$ cat src/puct_child_selector_core_defines.svh
// Assertion macros shared by the PUCT child selector RTL.
// Needs a clock named aclk and an active-low reset named aresetn in scope.
`ifndef PUCT_CHILD_SELECTOR_CORE_DEFINES_SVH
`define PUCT_CHILD_SELECTOR_CORE_DEFINES_SVH

// same-cycle implication
`define PCS_ASSERT_NOW(label, ante, cons, msg) \
    label: assert property (@(posedge aclk) disable iff (!aresetn) (ante) |-> (cons)) \
        else $error(msg);

// next-cycle implication
`define PCS_ASSERT_NEXT(label, ante, cons, msg) \
    label: assert property (@(posedge aclk) disable iff (!aresetn) (ante) |=> (cons)) \
        else $error(msg);

`endif

$ cat src/pcs_pkg.sv
// Shared constants for the PUCT child selector.
// No dependencies; imported by every module of the block.
package pcs_pkg;

    localparam int FRAC_BITS          = 16;
    localparam int CAND_LIMIT_DEF     = 512;
    localparam int DIGIT_BITS         = 2;

    localparam int GAIN_W    = 16;
    localparam int VISIT_W   = 16;
    localparam int VALUE_W   = 33;
    localparam int PRIOR_W   = 17;
    localparam int INDEX_W   = 9;
    localparam int SCORE_W   = 30;

    localparam int SQRT_IN_W = 32;
    localparam int ROOT_W    = SQRT_IN_W / 2;
    localparam int ROOT_SHIFT = 16;
    localparam int P_W       = 2 * PRIOR_W - FRAC_BITS;
    localparam int U_SHIFT   = 20;
    localparam int CS_W      = GAIN_W + ROOT_W;
    localparam int U_NUM_W   = CS_W + P_W - U_SHIFT;
    localparam int Q_MAG_W   = FRAC_BITS + 2;

    localparam int S_TDATA_W = ((2 * VISIT_W + VALUE_W + 2 * PRIOR_W + 7) / 8) * 8;
    localparam int M_TDATA_W = ((INDEX_W + SCORE_W + 7) / 8) * 8;

    localparam logic [GAIN_W-1:0] GAIN_RESET = GAIN_W'(6144);
    localparam logic [Q_MAG_W-1:0] Q_ONE     = Q_MAG_W'(1) << FRAC_BITS;

    localparam logic signed [31:0] SCORE_MAX = 32'sd536870911;
    localparam logic signed [31:0] SCORE_MIN = -32'sd536870912;

endpackage

$ cat src/pcs_serial_div.sv
// Restoring unsigned divider, DIGIT_BITS quotient bits per cycle.
// Depends on pcs_pkg.
module pcs_serial_div #(
    parameter int DIVIDEND_W = 33,
    parameter int DIVISOR_W  = 16
) (
    input  logic                  aclk,
    input  logic                  aresetn,
    input  logic                  start,
    input  logic [DIVIDEND_W-1:0] dividend,
    input  logic [DIVISOR_W-1:0]  divisor,
    output logic                  busy,
    output logic [DIVIDEND_W-1:0] quotient
);
    import pcs_pkg::*;

    localparam int PAD_W  = ((DIVIDEND_W + DIGIT_BITS - 1) / DIGIT_BITS) * DIGIT_BITS;
    localparam int CYCLES = PAD_W / DIGIT_BITS;
    localparam int CNT_W  = $clog2(CYCLES + 1);

    logic [PAD_W-1:0]     quo_reg, quo_next;
    logic [DIVISOR_W-1:0] rem_reg, rem_next;
    logic [DIVISOR_W-1:0] dsr_reg, dsr_next;
    logic [CNT_W-1:0]     cnt_reg, cnt_next;

    always_comb begin
        logic [DIVISOR_W:0] trial;
        trial    = '0;
        quo_next = quo_reg;
        rem_next = rem_reg;
        dsr_next = dsr_reg;
        cnt_next = cnt_reg;
        if (start) begin
            quo_next = PAD_W'(dividend);
            rem_next = '0;
            dsr_next = divisor;
            cnt_next = CNT_W'(CYCLES);
        end else if (cnt_reg != '0) begin
            for (int i = 0; i < DIGIT_BITS; i++) begin
                trial    = {rem_next, quo_next[PAD_W-1]};
                quo_next = {quo_next[PAD_W-2:0], 1'b0};
                if (trial >= {1'b0, dsr_reg}) begin
                    trial       = trial - {1'b0, dsr_reg};
                    quo_next[0] = 1'b1;
                end
                rem_next = trial[DIVISOR_W-1:0];
            end
            cnt_next = cnt_reg - 1'b1;
        end
    end

    always_ff @(posedge aclk) begin
        if (!aresetn) begin
            cnt_reg <= '0;
        end else begin
            cnt_reg <= cnt_next;
        end
    end

    always_ff @(posedge aclk) begin
        quo_reg <= quo_next;
        rem_reg <= rem_next;
        dsr_reg <= dsr_next;
    end

    assign busy     = (cnt_reg != '0);
    assign quotient = quo_reg[DIVIDEND_W-1:0];

endmodule

$ cat src/pcs_serial_sqrt.sv
// Digit-by-digit integer square root, DIGIT_BITS root bits per cycle.
// Depends on pcs_pkg.
module pcs_serial_sqrt (
    input  logic                           aclk,
    input  logic                           aresetn,
    input  logic                           start,
    input  logic [pcs_pkg::SQRT_IN_W-1:0]  radicand,
    output logic                           busy,
    output logic [pcs_pkg::ROOT_W-1:0]     root
);
    import pcs_pkg::*;

    localparam int CYCLES = ROOT_W / DIGIT_BITS;
    localparam int CNT_W  = $clog2(CYCLES + 1);
    localparam int REM_W  = ROOT_W + 2;

    logic [SQRT_IN_W-1:0] val_reg, val_next;
    logic [REM_W-1:0]     rem_reg, rem_next;
    logic [ROOT_W-1:0]    root_reg, root_next;
    logic [CNT_W-1:0]     cnt_reg, cnt_next;

    always_comb begin
        logic [REM_W+1:0] acc;
        logic [REM_W+1:0] trial;
        acc       = '0;
        trial     = '0;
        val_next  = val_reg;
        rem_next  = rem_reg;
        root_next = root_reg;
        cnt_next  = cnt_reg;
        if (start) begin
            val_next  = radicand;
            rem_next  = '0;
            root_next = '0;
            cnt_next  = CNT_W'(CYCLES);
        end else if (cnt_reg != '0) begin
            for (int i = 0; i < DIGIT_BITS; i++) begin
                acc      = {rem_next, val_next[SQRT_IN_W-1 -: 2]};
                val_next = {val_next[SQRT_IN_W-3:0], 2'b00};
                trial    = (REM_W+2)'({root_next, 2'b01});
                if (acc >= trial) begin
                    acc       = acc - trial;
                    root_next = {root_next[ROOT_W-2:0], 1'b1};
                end else begin
                    root_next = {root_next[ROOT_W-2:0], 1'b0};
                end
                rem_next = acc[REM_W-1:0];
            end
            cnt_next = cnt_reg - 1'b1;
        end
    end

    always_ff @(posedge aclk) begin
        if (!aresetn) begin
            cnt_reg <= '0;
        end else begin
            cnt_reg <= cnt_next;
        end
    end

    always_ff @(posedge aclk) begin
        val_reg  <= val_next;
        rem_reg  <= rem_next;
        root_reg <= root_next;
    end

    assign busy = (cnt_reg != '0);
    assign root = root_reg;

endmodule

$ cat src/puct_child_selector_core.sv
// PUCT child selector top level: request handshake, score datapath, running argmax.
// Depends on pcs_pkg, pcs_serial_div, pcs_serial_sqrt and the assertion macro header.
//
// Takes the children of one search node as a stream of requests and, on the request
// marked tlast, returns the position and Q16 score of the child with the highest
// score q + c*p*sqrt(N)/(1+n), the earliest one winning ties. A scored request
// holds s_tready low from its acceptance until it leaves the scoring state, so the
// block takes no new request until it is through with the last: the square root
// of N, the two multiply steps, the divider of the exploration term and the scoring
// state are in series, both units retiring two bits a cycle; the divider for q runs
// beside them. Requests beyond CAND_LIMIT in one node are not scored and go straight
// to the scoring state. The result of a tlast request is registered in the output
// register as that request leaves the scoring state and waits there while the next
// requests are accepted; a tlast request that finds that register still full stalls
// in the scoring state.
`include "puct_child_selector_core_defines.svh"

module puct_child_selector_core #(
    parameter int CAND_LIMIT = pcs_pkg::CAND_LIMIT_DEF
) (
    input  logic                          aclk,
    input  logic                          aresetn,
    input  logic                          cfg_wr_en,
    input  logic [pcs_pkg::GAIN_W-1:0]    cfg_wr_data,  // explore_gain, Q4.12
    input  logic                          s_tvalid,
    output logic                          s_tready,
    // parent_visits[15:0], child_visits[31:16], child_wsum[64:32],
    // prior_black[81:65], prior_white[98:82], zero fill
    input  logic [pcs_pkg::S_TDATA_W-1:0] s_tdata,
    input  logic                          s_tlast,      // is_last
    output logic                          m_tvalid,
    input  logic                          m_tready,
    // best_index[8:0], top_score[38:9], zero fill
    output logic [pcs_pkg::M_TDATA_W-1:0] m_tdata
);
    import pcs_pkg::*;

    localparam int POS_W = $clog2(CAND_LIMIT + 1);
    localparam int IDX_W = $clog2(CAND_LIMIT);

    localparam logic [2:0] ST_IDLE  = 3'd0;
    localparam logic [2:0] ST_ROOT  = 3'd1;
    localparam logic [2:0] ST_MUL_A = 3'd2;
    localparam logic [2:0] ST_MUL_B = 3'd3;
    localparam logic [2:0] ST_DIV   = 3'd4;
    localparam logic [2:0] ST_SCORE = 3'd5;

    logic [2:0]               state_reg, state_next;
    logic [GAIN_W-1:0]        gain_reg, gain_next;
    logic [POS_W-1:0]         pos_reg, pos_next;
    logic signed [SCORE_W-1:0] lead_score_reg, lead_score_next;
    logic [IDX_W-1:0]         lead_index_reg, lead_index_next;
    logic                     has_leader_reg, has_leader_next;
    logic                     m_tvalid_reg, m_tvalid_next;
    logic [INDEX_W-1:0]       m_index_reg, m_index_next;
    logic signed [SCORE_W-1:0] m_score_reg, m_score_next;

    logic [VISIT_W-1:0]       n_reg, n_next;
    logic                     w_neg_reg, w_neg_next;
    logic [PRIOR_W-1:0]       pb_reg, pb_next;
    logic [PRIOR_W-1:0]       pw_reg, pw_next;
    logic                     last_reg, last_next;
    logic                     scored_reg, scored_next;
    logic [P_W-1:0]           p_reg, p_next;
    logic [CS_W-1:0]          cs_reg, cs_next;

    // request fields
    logic [VISIT_W-1:0] s_parent_visits;
    logic [VISIT_W-1:0] s_child_visits;
    logic [VALUE_W-1:0] s_wsum;
    logic [PRIOR_W-1:0] s_prior_black;
    logic [PRIOR_W-1:0] s_prior_white;
    logic [VALUE_W-1:0] s_value_mag;

    assign s_parent_visits = s_tdata[VISIT_W-1:0];
    assign s_child_visits  = s_tdata[2*VISIT_W-1:VISIT_W];
    assign s_wsum          = s_tdata[2*VISIT_W+VALUE_W-1:2*VISIT_W];
    assign s_prior_black   = s_tdata[2*VISIT_W+VALUE_W+PRIOR_W-1:2*VISIT_W+VALUE_W];
    assign s_prior_white   = s_tdata[2*VISIT_W+VALUE_W+2*PRIOR_W-1:2*VISIT_W+VALUE_W+PRIOR_W];
    assign s_value_mag     = s_wsum[VALUE_W-1] ? (~s_wsum + 1'b1) : s_wsum;

    logic accept;
    logic can_score;
    assign s_tready  = (state_reg == ST_IDLE);
    assign accept    = s_tvalid && s_tready;
    assign can_score = (pos_reg < POS_W'(CAND_LIMIT));

    // serial arithmetic units
    logic                 q_busy, u_busy, sqrt_busy;
    logic [VALUE_W-1:0]   q_quo;
    logic [U_NUM_W-1:0]   u_quo;
    logic [ROOT_W-1:0]    root;
    logic                 u_start;
    logic [CS_W+P_W-1:0]  cpu_prod;
    logic [VISIT_W:0]     u_divisor;

    assign u_start   = (state_reg == ST_MUL_B);
    assign cpu_prod  = cs_reg * p_reg;
    assign u_divisor = {1'b0, n_reg} + 1'b1;

    pcs_serial_div #(
        .DIVIDEND_W (VALUE_W),
        .DIVISOR_W  (VISIT_W)
    ) u_q_div (
        .aclk     (aclk),
        .aresetn  (aresetn),
        .start    (accept && can_score),
        .dividend (s_value_mag),
        .divisor  (s_child_visits),
        .busy     (q_busy),
        .quotient (q_quo)
    );

    pcs_serial_div #(
        .DIVIDEND_W (U_NUM_W),
        .DIVISOR_W  (VISIT_W + 1)
    ) u_u_div (
        .aclk     (aclk),
        .aresetn  (aresetn),
        .start    (u_start),
        .dividend (cpu_prod[CS_W+P_W-1:U_SHIFT]),
        .divisor  (u_divisor),
        .busy     (u_busy),
        .quotient (u_quo)
    );

    pcs_serial_sqrt u_sqrt (
        .aclk     (aclk),
        .aresetn  (aresetn),
        .start    (accept && can_score),
        .radicand ({s_parent_visits, ROOT_SHIFT'(0)}),
        .busy     (sqrt_busy),
        .root     (root)
    );

    // score assembly
    logic [2*PRIOR_W-1:0]      prior_prod;
    logic [Q_MAG_W-1:0]        q_mag;
    logic signed [Q_MAG_W:0]   q_val;
    logic signed [31:0]        score_sum;
    logic signed [SCORE_W-1:0] score_sat;
    logic                      lead_take;
    logic                      out_free;

    assign prior_prod = pb_reg * pw_reg;

    always_comb begin
        q_mag = (q_quo > VALUE_W'(Q_ONE)) ? Q_ONE : q_quo[Q_MAG_W-1:0];
        if (n_reg == '0) begin
            q_val = '0;
        end else if (w_neg_reg) begin
            q_val = -$signed({1'b0, q_mag});
        end else begin
            q_val = $signed({1'b0, q_mag});
        end
        score_sum = 32'(q_val) + $signed(32'(u_quo));
        if (score_sum > SCORE_MAX) begin
            score_sat = SCORE_W'(SCORE_MAX);
        end else if (score_sum < SCORE_MIN) begin
            score_sat = SCORE_W'(SCORE_MIN);
        end else begin
            score_sat = SCORE_W'(score_sum);
        end
    end

    assign lead_take = scored_reg && (!has_leader_reg || (score_sat > lead_score_reg));
    assign out_free  = !m_tvalid_reg || m_tready;

    always_comb begin
        state_next      = state_reg;
        gain_next       = cfg_wr_en ? cfg_wr_data : gain_reg;
        pos_next        = pos_reg;
        lead_score_next = lead_score_reg;
        lead_index_next = lead_index_reg;
        has_leader_next = has_leader_reg;
        m_tvalid_next   = m_tvalid_reg && !m_tready;
        m_index_next    = m_index_reg;
        m_score_next    = m_score_reg;
        n_next          = n_reg;
        w_neg_next      = w_neg_reg;
        pb_next         = pb_reg;
        pw_next         = pw_reg;
        last_next       = last_reg;
        scored_next     = scored_reg;
        p_next          = p_reg;
        cs_next         = cs_reg;

        unique case (state_reg)
            ST_IDLE: begin
                if (accept) begin
                    n_next      = s_child_visits;
                    w_neg_next  = s_wsum[VALUE_W-1];
                    pb_next     = s_prior_black;
                    pw_next     = s_prior_white;
                    last_next   = s_tlast;
                    scored_next = can_score;
                    state_next  = can_score ? ST_ROOT : ST_SCORE;
                end
            end
            ST_ROOT: begin
                p_next = prior_prod[2*PRIOR_W-1:FRAC_BITS];
                if (!sqrt_busy) begin
                    state_next = ST_MUL_A;
                end
            end
            ST_MUL_A: begin
                cs_next    = gain_reg * root;
                state_next = ST_MUL_B;
            end
            ST_MUL_B: begin
                state_next = ST_DIV;
            end
            ST_DIV: begin
                if (!u_busy && !q_busy) begin
                    state_next = ST_SCORE;
                end
            end
            ST_SCORE: begin
                if (!last_reg || out_free) begin
                    state_next = ST_IDLE;
                    if (last_reg) begin
                        m_tvalid_next   = 1'b1;
                        m_index_next    = lead_take ? INDEX_W'(pos_reg[IDX_W-1:0])
                                                    : INDEX_W'(lead_index_reg);
                        m_score_next    = lead_take ? score_sat : lead_score_reg;
                        pos_next        = '0;
                        lead_score_next = '0;
                        lead_index_next = '0;
                        has_leader_next = 1'b0;
                    end else begin
                        if (lead_take) begin
                            lead_score_next = score_sat;
                            lead_index_next = pos_reg[IDX_W-1:0];
                            has_leader_next = 1'b1;
                        end
                        if (scored_reg) begin
                            pos_next = pos_reg + 1'b1;
                        end
                    end
                end
            end
            default: begin
                state_next = ST_IDLE;
            end
        endcase
    end

    always_ff @(posedge aclk) begin
        if (!aresetn) begin
            state_reg      <= ST_IDLE;
            gain_reg       <= GAIN_RESET;
            pos_reg        <= '0;
            lead_score_reg <= '0;
            lead_index_reg <= '0;
            has_leader_reg <= 1'b0;
            m_tvalid_reg   <= 1'b0;
        end else begin
            state_reg      <= state_next;
            gain_reg       <= gain_next;
            pos_reg        <= pos_next;
            lead_score_reg <= lead_score_next;
            lead_index_reg <= lead_index_next;
            has_leader_reg <= has_leader_next;
            m_tvalid_reg   <= m_tvalid_next;
        end
    end

    always_ff @(posedge aclk) begin
        m_index_reg <= m_index_next;
        m_score_reg <= m_score_next;
        n_reg       <= n_next;
        w_neg_reg   <= w_neg_next;
        pb_reg      <= pb_next;
        pw_reg      <= pw_next;
        last_reg    <= last_next;
        scored_reg  <= scored_next;
        p_reg       <= p_next;
        cs_reg      <= cs_next;
    end

    assign m_tvalid = m_tvalid_reg;
    assign m_tdata  = M_TDATA_W'({m_score_reg, m_index_reg});

    `PCS_ASSERT_NOW(a_pos_bounded, 1'b1, pos_reg <= POS_W'(CAND_LIMIT),
        "candidate position ran past the limit")
    `PCS_ASSERT_NOW(a_idle_units_quiet, state_reg == ST_IDLE,
        !q_busy && !u_busy && !sqrt_busy, "arithmetic unit busy while idle")
    `PCS_ASSERT_NEXT(a_emit_on_last, state_reg == ST_SCORE && last_reg && out_free,
        m_tvalid_reg, "last request did not produce a result")
    `PCS_ASSERT_NEXT(a_clear_after_emit, state_reg == ST_SCORE && last_reg && out_free,
        pos_reg == '0 && !has_leader_reg, "node state not cleared after result")

endmodule

$ cat config.mk
export PLATFORM = sky130hd
export DESIGN_NAME = puct_child_selector_core
export DESIGN_NICKNAME = d
export VERILOG_FILES = /design/src/pcs_pkg.sv /design/src/pcs_serial_div.sv /design/src/pcs_serial_sqrt.sv /design/src/puct_child_selector_core.sv
export VERILOG_INCLUDE_DIRS = /design/src /design/src/src
export SDC_FILE = /design/constraint.sdc
export NUM_CORES = 2
export LEC_CHECK = 0
export BUFFER_PORTS_ARGS = -buffer_cell sky130_fd_sc_hd__buf_2
export CAP_MARGIN = 25
export CORE_ASPECT_RATIO = 0.7
export CORE_MARGIN = 3
export CORE_UTILIZATION = 35
export CTS_CLUSTER_SIZE = 25
export DETAILED_ROUTE_END_ITERATION = 12
export GPL_TIMING_DRIVEN = 0
export PLACE_DENSITY = 0.51
export SYNTH_ARGS = -nofsm -noshare
export SYNTH_HDL_FRONTEND = slang
export SYNTH_SLANG_ARGS = --single-unit
$ cat constraint.sdc
create_clock -name aclk -period 8.9 [get_ports aclk]
set_clock_uncertainty 0.1 [all_clocks]
set_input_delay 0.445 -clock aclk [delete_from_list [all_inputs] [get_ports aclk]]
set_output_delay 0.445 -clock aclk [all_outputs]
set_load 0.01 [all_outputs]
* Word level (Yosys, flattened, before mapping)
Cells that the tools add are included.
** Operators by class
- Add/sub/neg operators :: 14
- Multiply operators :: 3
- Order comparisons :: 11
- Equality and inequality tests :: 9
- Multiplexer cells :: 55
- Bitwise logic cells :: 2
- Reduce and logical (&&, ||, !) cells :: 31
** Operators by type and width (count)
- $mux 30 :: 6
- $mux 33 :: 3
- $mux 16 :: 6
- $mux 18 :: 5
- $mux 17 :: 4
- $mux 32 :: 2
- $mul 32x18->50 :: 1
- $ge 20x18->1 :: 2
- $mux 19 :: 2
- $ge 18x17->1 :: 2
- $sub 18x18->18 :: 2
- $ge 17x16->1 :: 2
- $mul 17x17->34 :: 1
- $sub 17x17->17 :: 2
- $add 33x1->33 const B :: 1
- $gt 33x17->1 const B :: 1
- $not 33->33 :: 1
- $add 19x31->32 :: 1
- $gt 32x30->1 const B :: 1
- $lt 32x30->1 const B :: 1
- $mul 16x16->32 :: 1
- $sub 16x16->16 :: 2
- $gt 30x30->1 :: 1
- $mux 10 :: 2
- other kinds (30) :: 73
** Word-level totals
- Flip-flop bits (word level) :: 405
- Input port bits :: 126
- Output and inout port bits :: 42
- Logic and storage cells :: 157

* Depth between registers and ports, before layout
- Depth in word-level cells :: 14
- Mapped depth :: 37
- Gate-level depth less buffers :: 32

* Cells and area by module
Synthesis repeated with hierarchy kept, for this count alone.
** Second synthesis, totals
- Cell total of the unflattened synthesis :: 6459
- Area total of the unflattened synthesis :: 60073.9 µm²
** Modules (own cells, without submodules)
- puct_child_selector_core :: instances 1, cells each 4987, area each 45711.3 µm², seq. area each 5665.4 µm²
- pcs_serial_div (u_q_div) :: instances 1, cells each 474, area each 4885.9 µm², seq. area each 1911.8 µm²
- pcs_serial_sqrt :: instances 1, cells each 550, area each 4867.2 µm², seq. area each 1721.7 µm²
- pcs_serial_div (u_u_div) :: instances 1, cells each 448, area each 4609.4 µm², seq. area each 1831.8 µm²

* Worst setup path before layout
Ideal clock, no wire load.
- Kind :: flip-flop to flip-flop
- Start :: register u_q_div.quo_reg[6]
- End :: register m_score_reg[10], data pin
- Setup time :: 0.267 ns
- Data arrival time :: 8.522 ns
- Data required time :: 8.533 ns
- Setup slack :: 0.011 ns
- Stages on the path, launching flop included :: 35
- Buffers on the path :: 6
- Period minus slack after synthesis :: 8.889 ns
- Cells stage by stage :: edfxtp_1 -> or4_1 -> nor2_1 -> nand4_1 -> or2_2 -> a21oi_1 -> clkbuf_1 -> nand2_1 -> ha_1 -> nand3_1 -> nor3_1 -> a21oi_1 -> ha_1 -> clkbuf_1 -> a21o_1 -> a2111o_1 -> o2111a_1 -> o21ai_0 -> a31oi_2 -> xor2_1 -> o21a_1 -> clkbuf_1 -> nor2_1 -> or2_2 -> ha_1 -> a21oi_1 -> o21ai_0 -> a221oi_1 -> mux2i_1 -> a32oi_1 -> nand3_1 -> clkbuf_1 -> buf_1 -> clkbuf_1 -> a21oi_1
** On the way
- Word-level cells in the longest chain between the ends :: 13
- Elaborated cells between the ends (all ways) :: 14
- Those cells by class :: add/sub: 2; order compare: 4; mux: 6; reduce/logical: 2
** Ends and longest elaborated chain
- start, declared :: line pcs_serial_div.sv:21 : logic [PAD_W-1:0] quo_reg, quo_next;
- start signal, assigned :: line pcs_serial_div.sv:61 : quo_reg <= quo_next;
- $gt 33x17->1 :: line puct_child_selector_core.sv:148 : q_mag = (q_quo > VALUE_W'(Q_ONE)) ? Q_ONE : q_quo[Q_MAG_W-1:0];
- $mux 18 (*) :: line puct_child_selector_core.sv:148
- $neg 18->19 :: line puct_child_selector_core.sv:152 : q_val = -$signed({1'b0, q_mag});
- $mux 19 (*) :: line puct_child_selector_core.sv:151 : end else if (w_neg_reg) begin
- $mux 19 (*) :: line puct_child_selector_core.sv:149 : if (n_reg == '0) begin
- $add 19x31->32 (*) :: line puct_child_selector_core.sv:156 : score_sum = 32'(q_val) + $signed(32'(u_quo));
- $lt 32x30->1 :: line puct_child_selector_core.sv:159 : end else if (score_sum < SCORE_MIN) begin
- $mux 30 :: line puct_child_selector_core.sv:159
- $mux 30 (*) :: line puct_child_selector_core.sv:157 : if (score_sum > SCORE_MAX) begin
- $gt 30x30->1 :: line puct_child_selector_core.sv:166 : assign lead_take = scored_reg && (!has_leader_reg || (score_sat > lead_score_reg));
- $logic_or 1x1->1 :: line puct_child_selector_core.sv:166
- $logic_and 1x1->1 :: line puct_child_selector_core.sv:166
- $mux 30 (*)
- end signal, assigned :: line puct_child_selector_core.sv:270 : m_score_reg <= m_score_next;
- end, declared :: line puct_child_selector_core.sv:56 : logic signed [SCORE_W-1:0] m_score_reg, m_score_next;
Every way passes the cells marked *; elsewhere a longest branch is shown, timed or not.
A chain may end at the register's enable or synchronous reset.

* Worst setup path after layout
- Start :: register u_q_div.quo_reg[6]
- End :: register m_score_reg[0], data pin
The elaborated chain is that of the path after synthesis.

==> results.json <==
{
  "status": "complete, no violations",
  "drc_errors": 0,
  "largest_register_ffs": 34,
  "syn_area_per_cell_um2": 8.92,
  "worst-setup-path-type": "register to register",
  "routed_wl_um": 187000,
  "via_per_inst": 5.14,
  "portBuffers": 160,
  "cp.required_ns": 9.18,
  "syn_inst": 6584,
  "cts-root-buf": "clkbuf_16",
  "cts_tree": "done",
  "fp.dieArea_um2": 173000,
  "drv_slew": 0,
  "cp-start-kind": "register",
  "ys_seq_area_share_pct": 18.1,
  "num-nets-final": 8447,
  "htree_levels": 2,
  "gr-total-overflow": 0,
  "gp_congestion": 0.952,
  "syn_to_final_growth_pct": 11.6,
  "yosysUniqueCellTypes": 75,
  "drv_cap": 0,
  "track_usage_pct": 21.7,
  "setup_slack_ns": 0.281,
  "hp-start": "m_tready",
  "wl_per_cell_um": 20.3,
  "row_count": 125,
  "io_pins": 168,
  "synth_flop_cell": "edfxtp_1",
  "antenna_found_initial": 5,
  "synth_fp_nets": 8114,
  "startpoint": "u_q_div.quo_reg[6]$_DFFE_PP_",
  "dp_slack_ns": -2.50,
  "drive_gt1_share_pct": 6.24,
  "instances_no_fill": 9182,
  "drt-pass1-iter-count": 5,
  "critPathCaptureType": "register",
  "reg2reg_from": "u_q_div.quo_reg[6]$_DFFE_PP_",
  "grt_pass1_wl_um": 288000,
  "die_h_um": 349,
  "syn_area_um2": 58700,
  "dp_cells": 8984,
  "clock_path_buffers": 3,
  "setup_violations": 0,
  "worstPathMaxFanout": 10,
  "grt_max_degree": 55,
  "tightest_slew_ns": 1.07,
  "layout_min_cycle_time_ns": 8.62,
  "worst_path_largest_cell_delay_ns": 0.59,
  "cts_buffers": 49,
  "drtIter0Drc": 4256,
  "die_w_um": 496,
  "synth-seq-cells": 405,
  "initial_utilization_pct": 35.3,
  "fin_crit_sh_pct": 96.8,
  "clk_latency_ns": 0.66,
  "rsz0062_at_grt": "yes",
  "hold_violations": 0,
  "path_clk_slew_ns": 0.06,
  "min_path_type": "input port to register",
  "fmax_mhz": 116,
  "layout_common_cells": "inv_1 (1129), nand2_1 (1114), fa_1 (899), ha_1 (502), and2_1 (332)",
  "cts.sinks": 405,
  "yosysWarnings": 0,
  "max-slew-margin-rel_pct": 28.8,
  "worst_path_max_delay_cell": "or4_4",
  "place_hpwl_um": 156000,
  "synth_edf_count": 254,
  "core-area_um2": 166000,
  "antenna_left": 0,
  "layout_commonest_cell": "inv_1",
  "ys_async_sr_fraction_pct": 0,
  "via_count": 47213,
  "grt_pass1_vias": 46863,
  "arrival_ns": 8.90
}
-- cell usage after synthesis, drive strengths merged (7+ instances only) --
| cell type | instances | share of area (%) |
|---|---|---|
| and3 | 30 | 0.32 |
| nor3b | 7 | 0.089 |
| mux2i | 52 | 0.89 |
| nand4 | 47 | 0.50 |
| fa | 899 | 31 |
| a31o | 10 | 0.15 |
| nor2 | 226 | 1.4 |
| o41ai | 9 | 0.13 |
| o31ai | 42 | 0.56 |
| o211ai | 30 | 0.38 |
| a32oi | 8 | 0.12 |
| nand2 | 1116 | 7.1 |
| a31oi | 29 | 0.32 |
| dfxtp | 151 | 5.1 |
| nor2b | 61 | 0.65 |
| nand3b | 7 | 0.089 |
| nand2b | 24 | 0.26 |
| a21oi | 262 | 2.2 |
| xnor2 | 122 | 1.8 |
| a22oi | 17 | 0.22 |
| buf | 15 | 0.10 |
| o311ai | 14 | 0.21 |
| a211oi | 26 | 0.33 |
| or3 | 31 | 0.36 |
| nand3 | 62 | 0.53 |
| o21a | 28 | 0.36 |
| a221oi | 7 | 0.10 |
| o21ai | 281 | 2.4 |
| nor4 | 16 | 0.17 |
| mux2 | 23 | 0.44 |
| and4 | 10 | 0.15 |
| and2 | 333 | 3.5 |
| nor3 | 64 | 0.55 |
| inv | 1130 | 7.2 |
| clkbuf | 289 | 1.8 |
| ha | 505 | 11 |
| a311oi | 10 | 0.15 |
| or2 | 25 | 0.27 |
| edfxtp | 254 | 13 |
| xor2 | 114 | 1.7 |
| a21o | 85 | 1.1 |
| a211o | 8 | 0.12 |
| o21bai | 21 | 0.27 |
| or4 | 8 | 0.12 |
| a21boi | 16 | 0.20 |
-- metal layers --
metal / track usage (%) / share of wire (%) / up-vias
met5: 0 / 0 / -
met1: 35.5 / 51 / 23723
met3: 4.19 / 8.9 / 123
met2: 29.2 / 39 / 1675
met4: 3.29 / 1.3 / 0
li1: - / - / 21692
-- area by class of cell --
type                       count  area, um2
antenna                        3       7.51
sequential                   405      10700
inverter                    1130       4240
fill                       16774     101000
timing repair buffer         284       2080
tap                         2222       2780
clock buffer                  67       1370
buffer                       302       1220
multi-input combinational   4745      43000
clock inverter                24        205
-- logic make-up (layout without fill, tap and decap cells) --
logic type / Yosys count / in the layout / share of synthesized area [%]
compound gates: 955 / 955 / 10.2
xor+xnor: 236 / 236 / 3.52
fa+ha+maj: 1404 / 1404 / 41.4
buf+inv: 1434 / 1807 / 9.17
flops: 405 / 405 / 18.1
mux: 75 / 75 / 1.33
other cells: 1 / 4 / 0.00639
simple gates: 2074 / 2074 / 16.3
-- worst max-delay path, delay by kind of cell, from the launching register on --
| family | cells | cell delay, ns |
|---|---|---|
| AO/OA/AOI/OAI | 13 | 2.76 |
| XOR/XNOR | 1 | 0.24 |
| adder cells (fa/ha/maj) | 3 | 0.83 |
| buffers and inverters | 5 | 1.15 |
| flip-flops | 1 | 0.43 |
| multiplexers | 1 | 0.29 |
| AND/OR/NAND/NOR | 11 | 2.50 |
-- final timing paths --
check,slack [ns],cells past startpoint,to
max,0.28,34,m_score_reg[0]$_DFFE_PP_
max reg2reg,0.28,34,m_score_reg[0]$_DFFE_PP_
min reg2reg,0.36,2,u_q_div.quo_reg[33]$_SDFFE_PP0P_
min,0.1,3,m_tvalid$_SDFF_PN0_
-- metrics by stage --
stage                     area, um2  setup TNS [ns]  utilization, %  hold WS, ns
after global routing          65600           -2.05            39.4       0.0646
after global placement        62300         -199.68            37.5        0.345
after floorplan               58700               0               -        0.332
final                         65600               0            39.4       0.0953
after CTS                     65300               0            39.3       0.0261
after detailed placement      62600         -159.39            37.7        0.356
-- what timing repair did --
| item | CTS | global route |
|---|---|---|
| gates resized for setup | 61 | 77 |
| pin swaps | 10 | 10 |
| setup buffers | 12 | 10 |
| hold buffers | 80 | 0 |
| hold endpoints to repair | 96 | 0 |
| endpoints found under the setup margin | 83 | 100 |
Power is not shown: default switching activity piles up to over one toggle a cycle in this logic, so the estimate is an artifact.
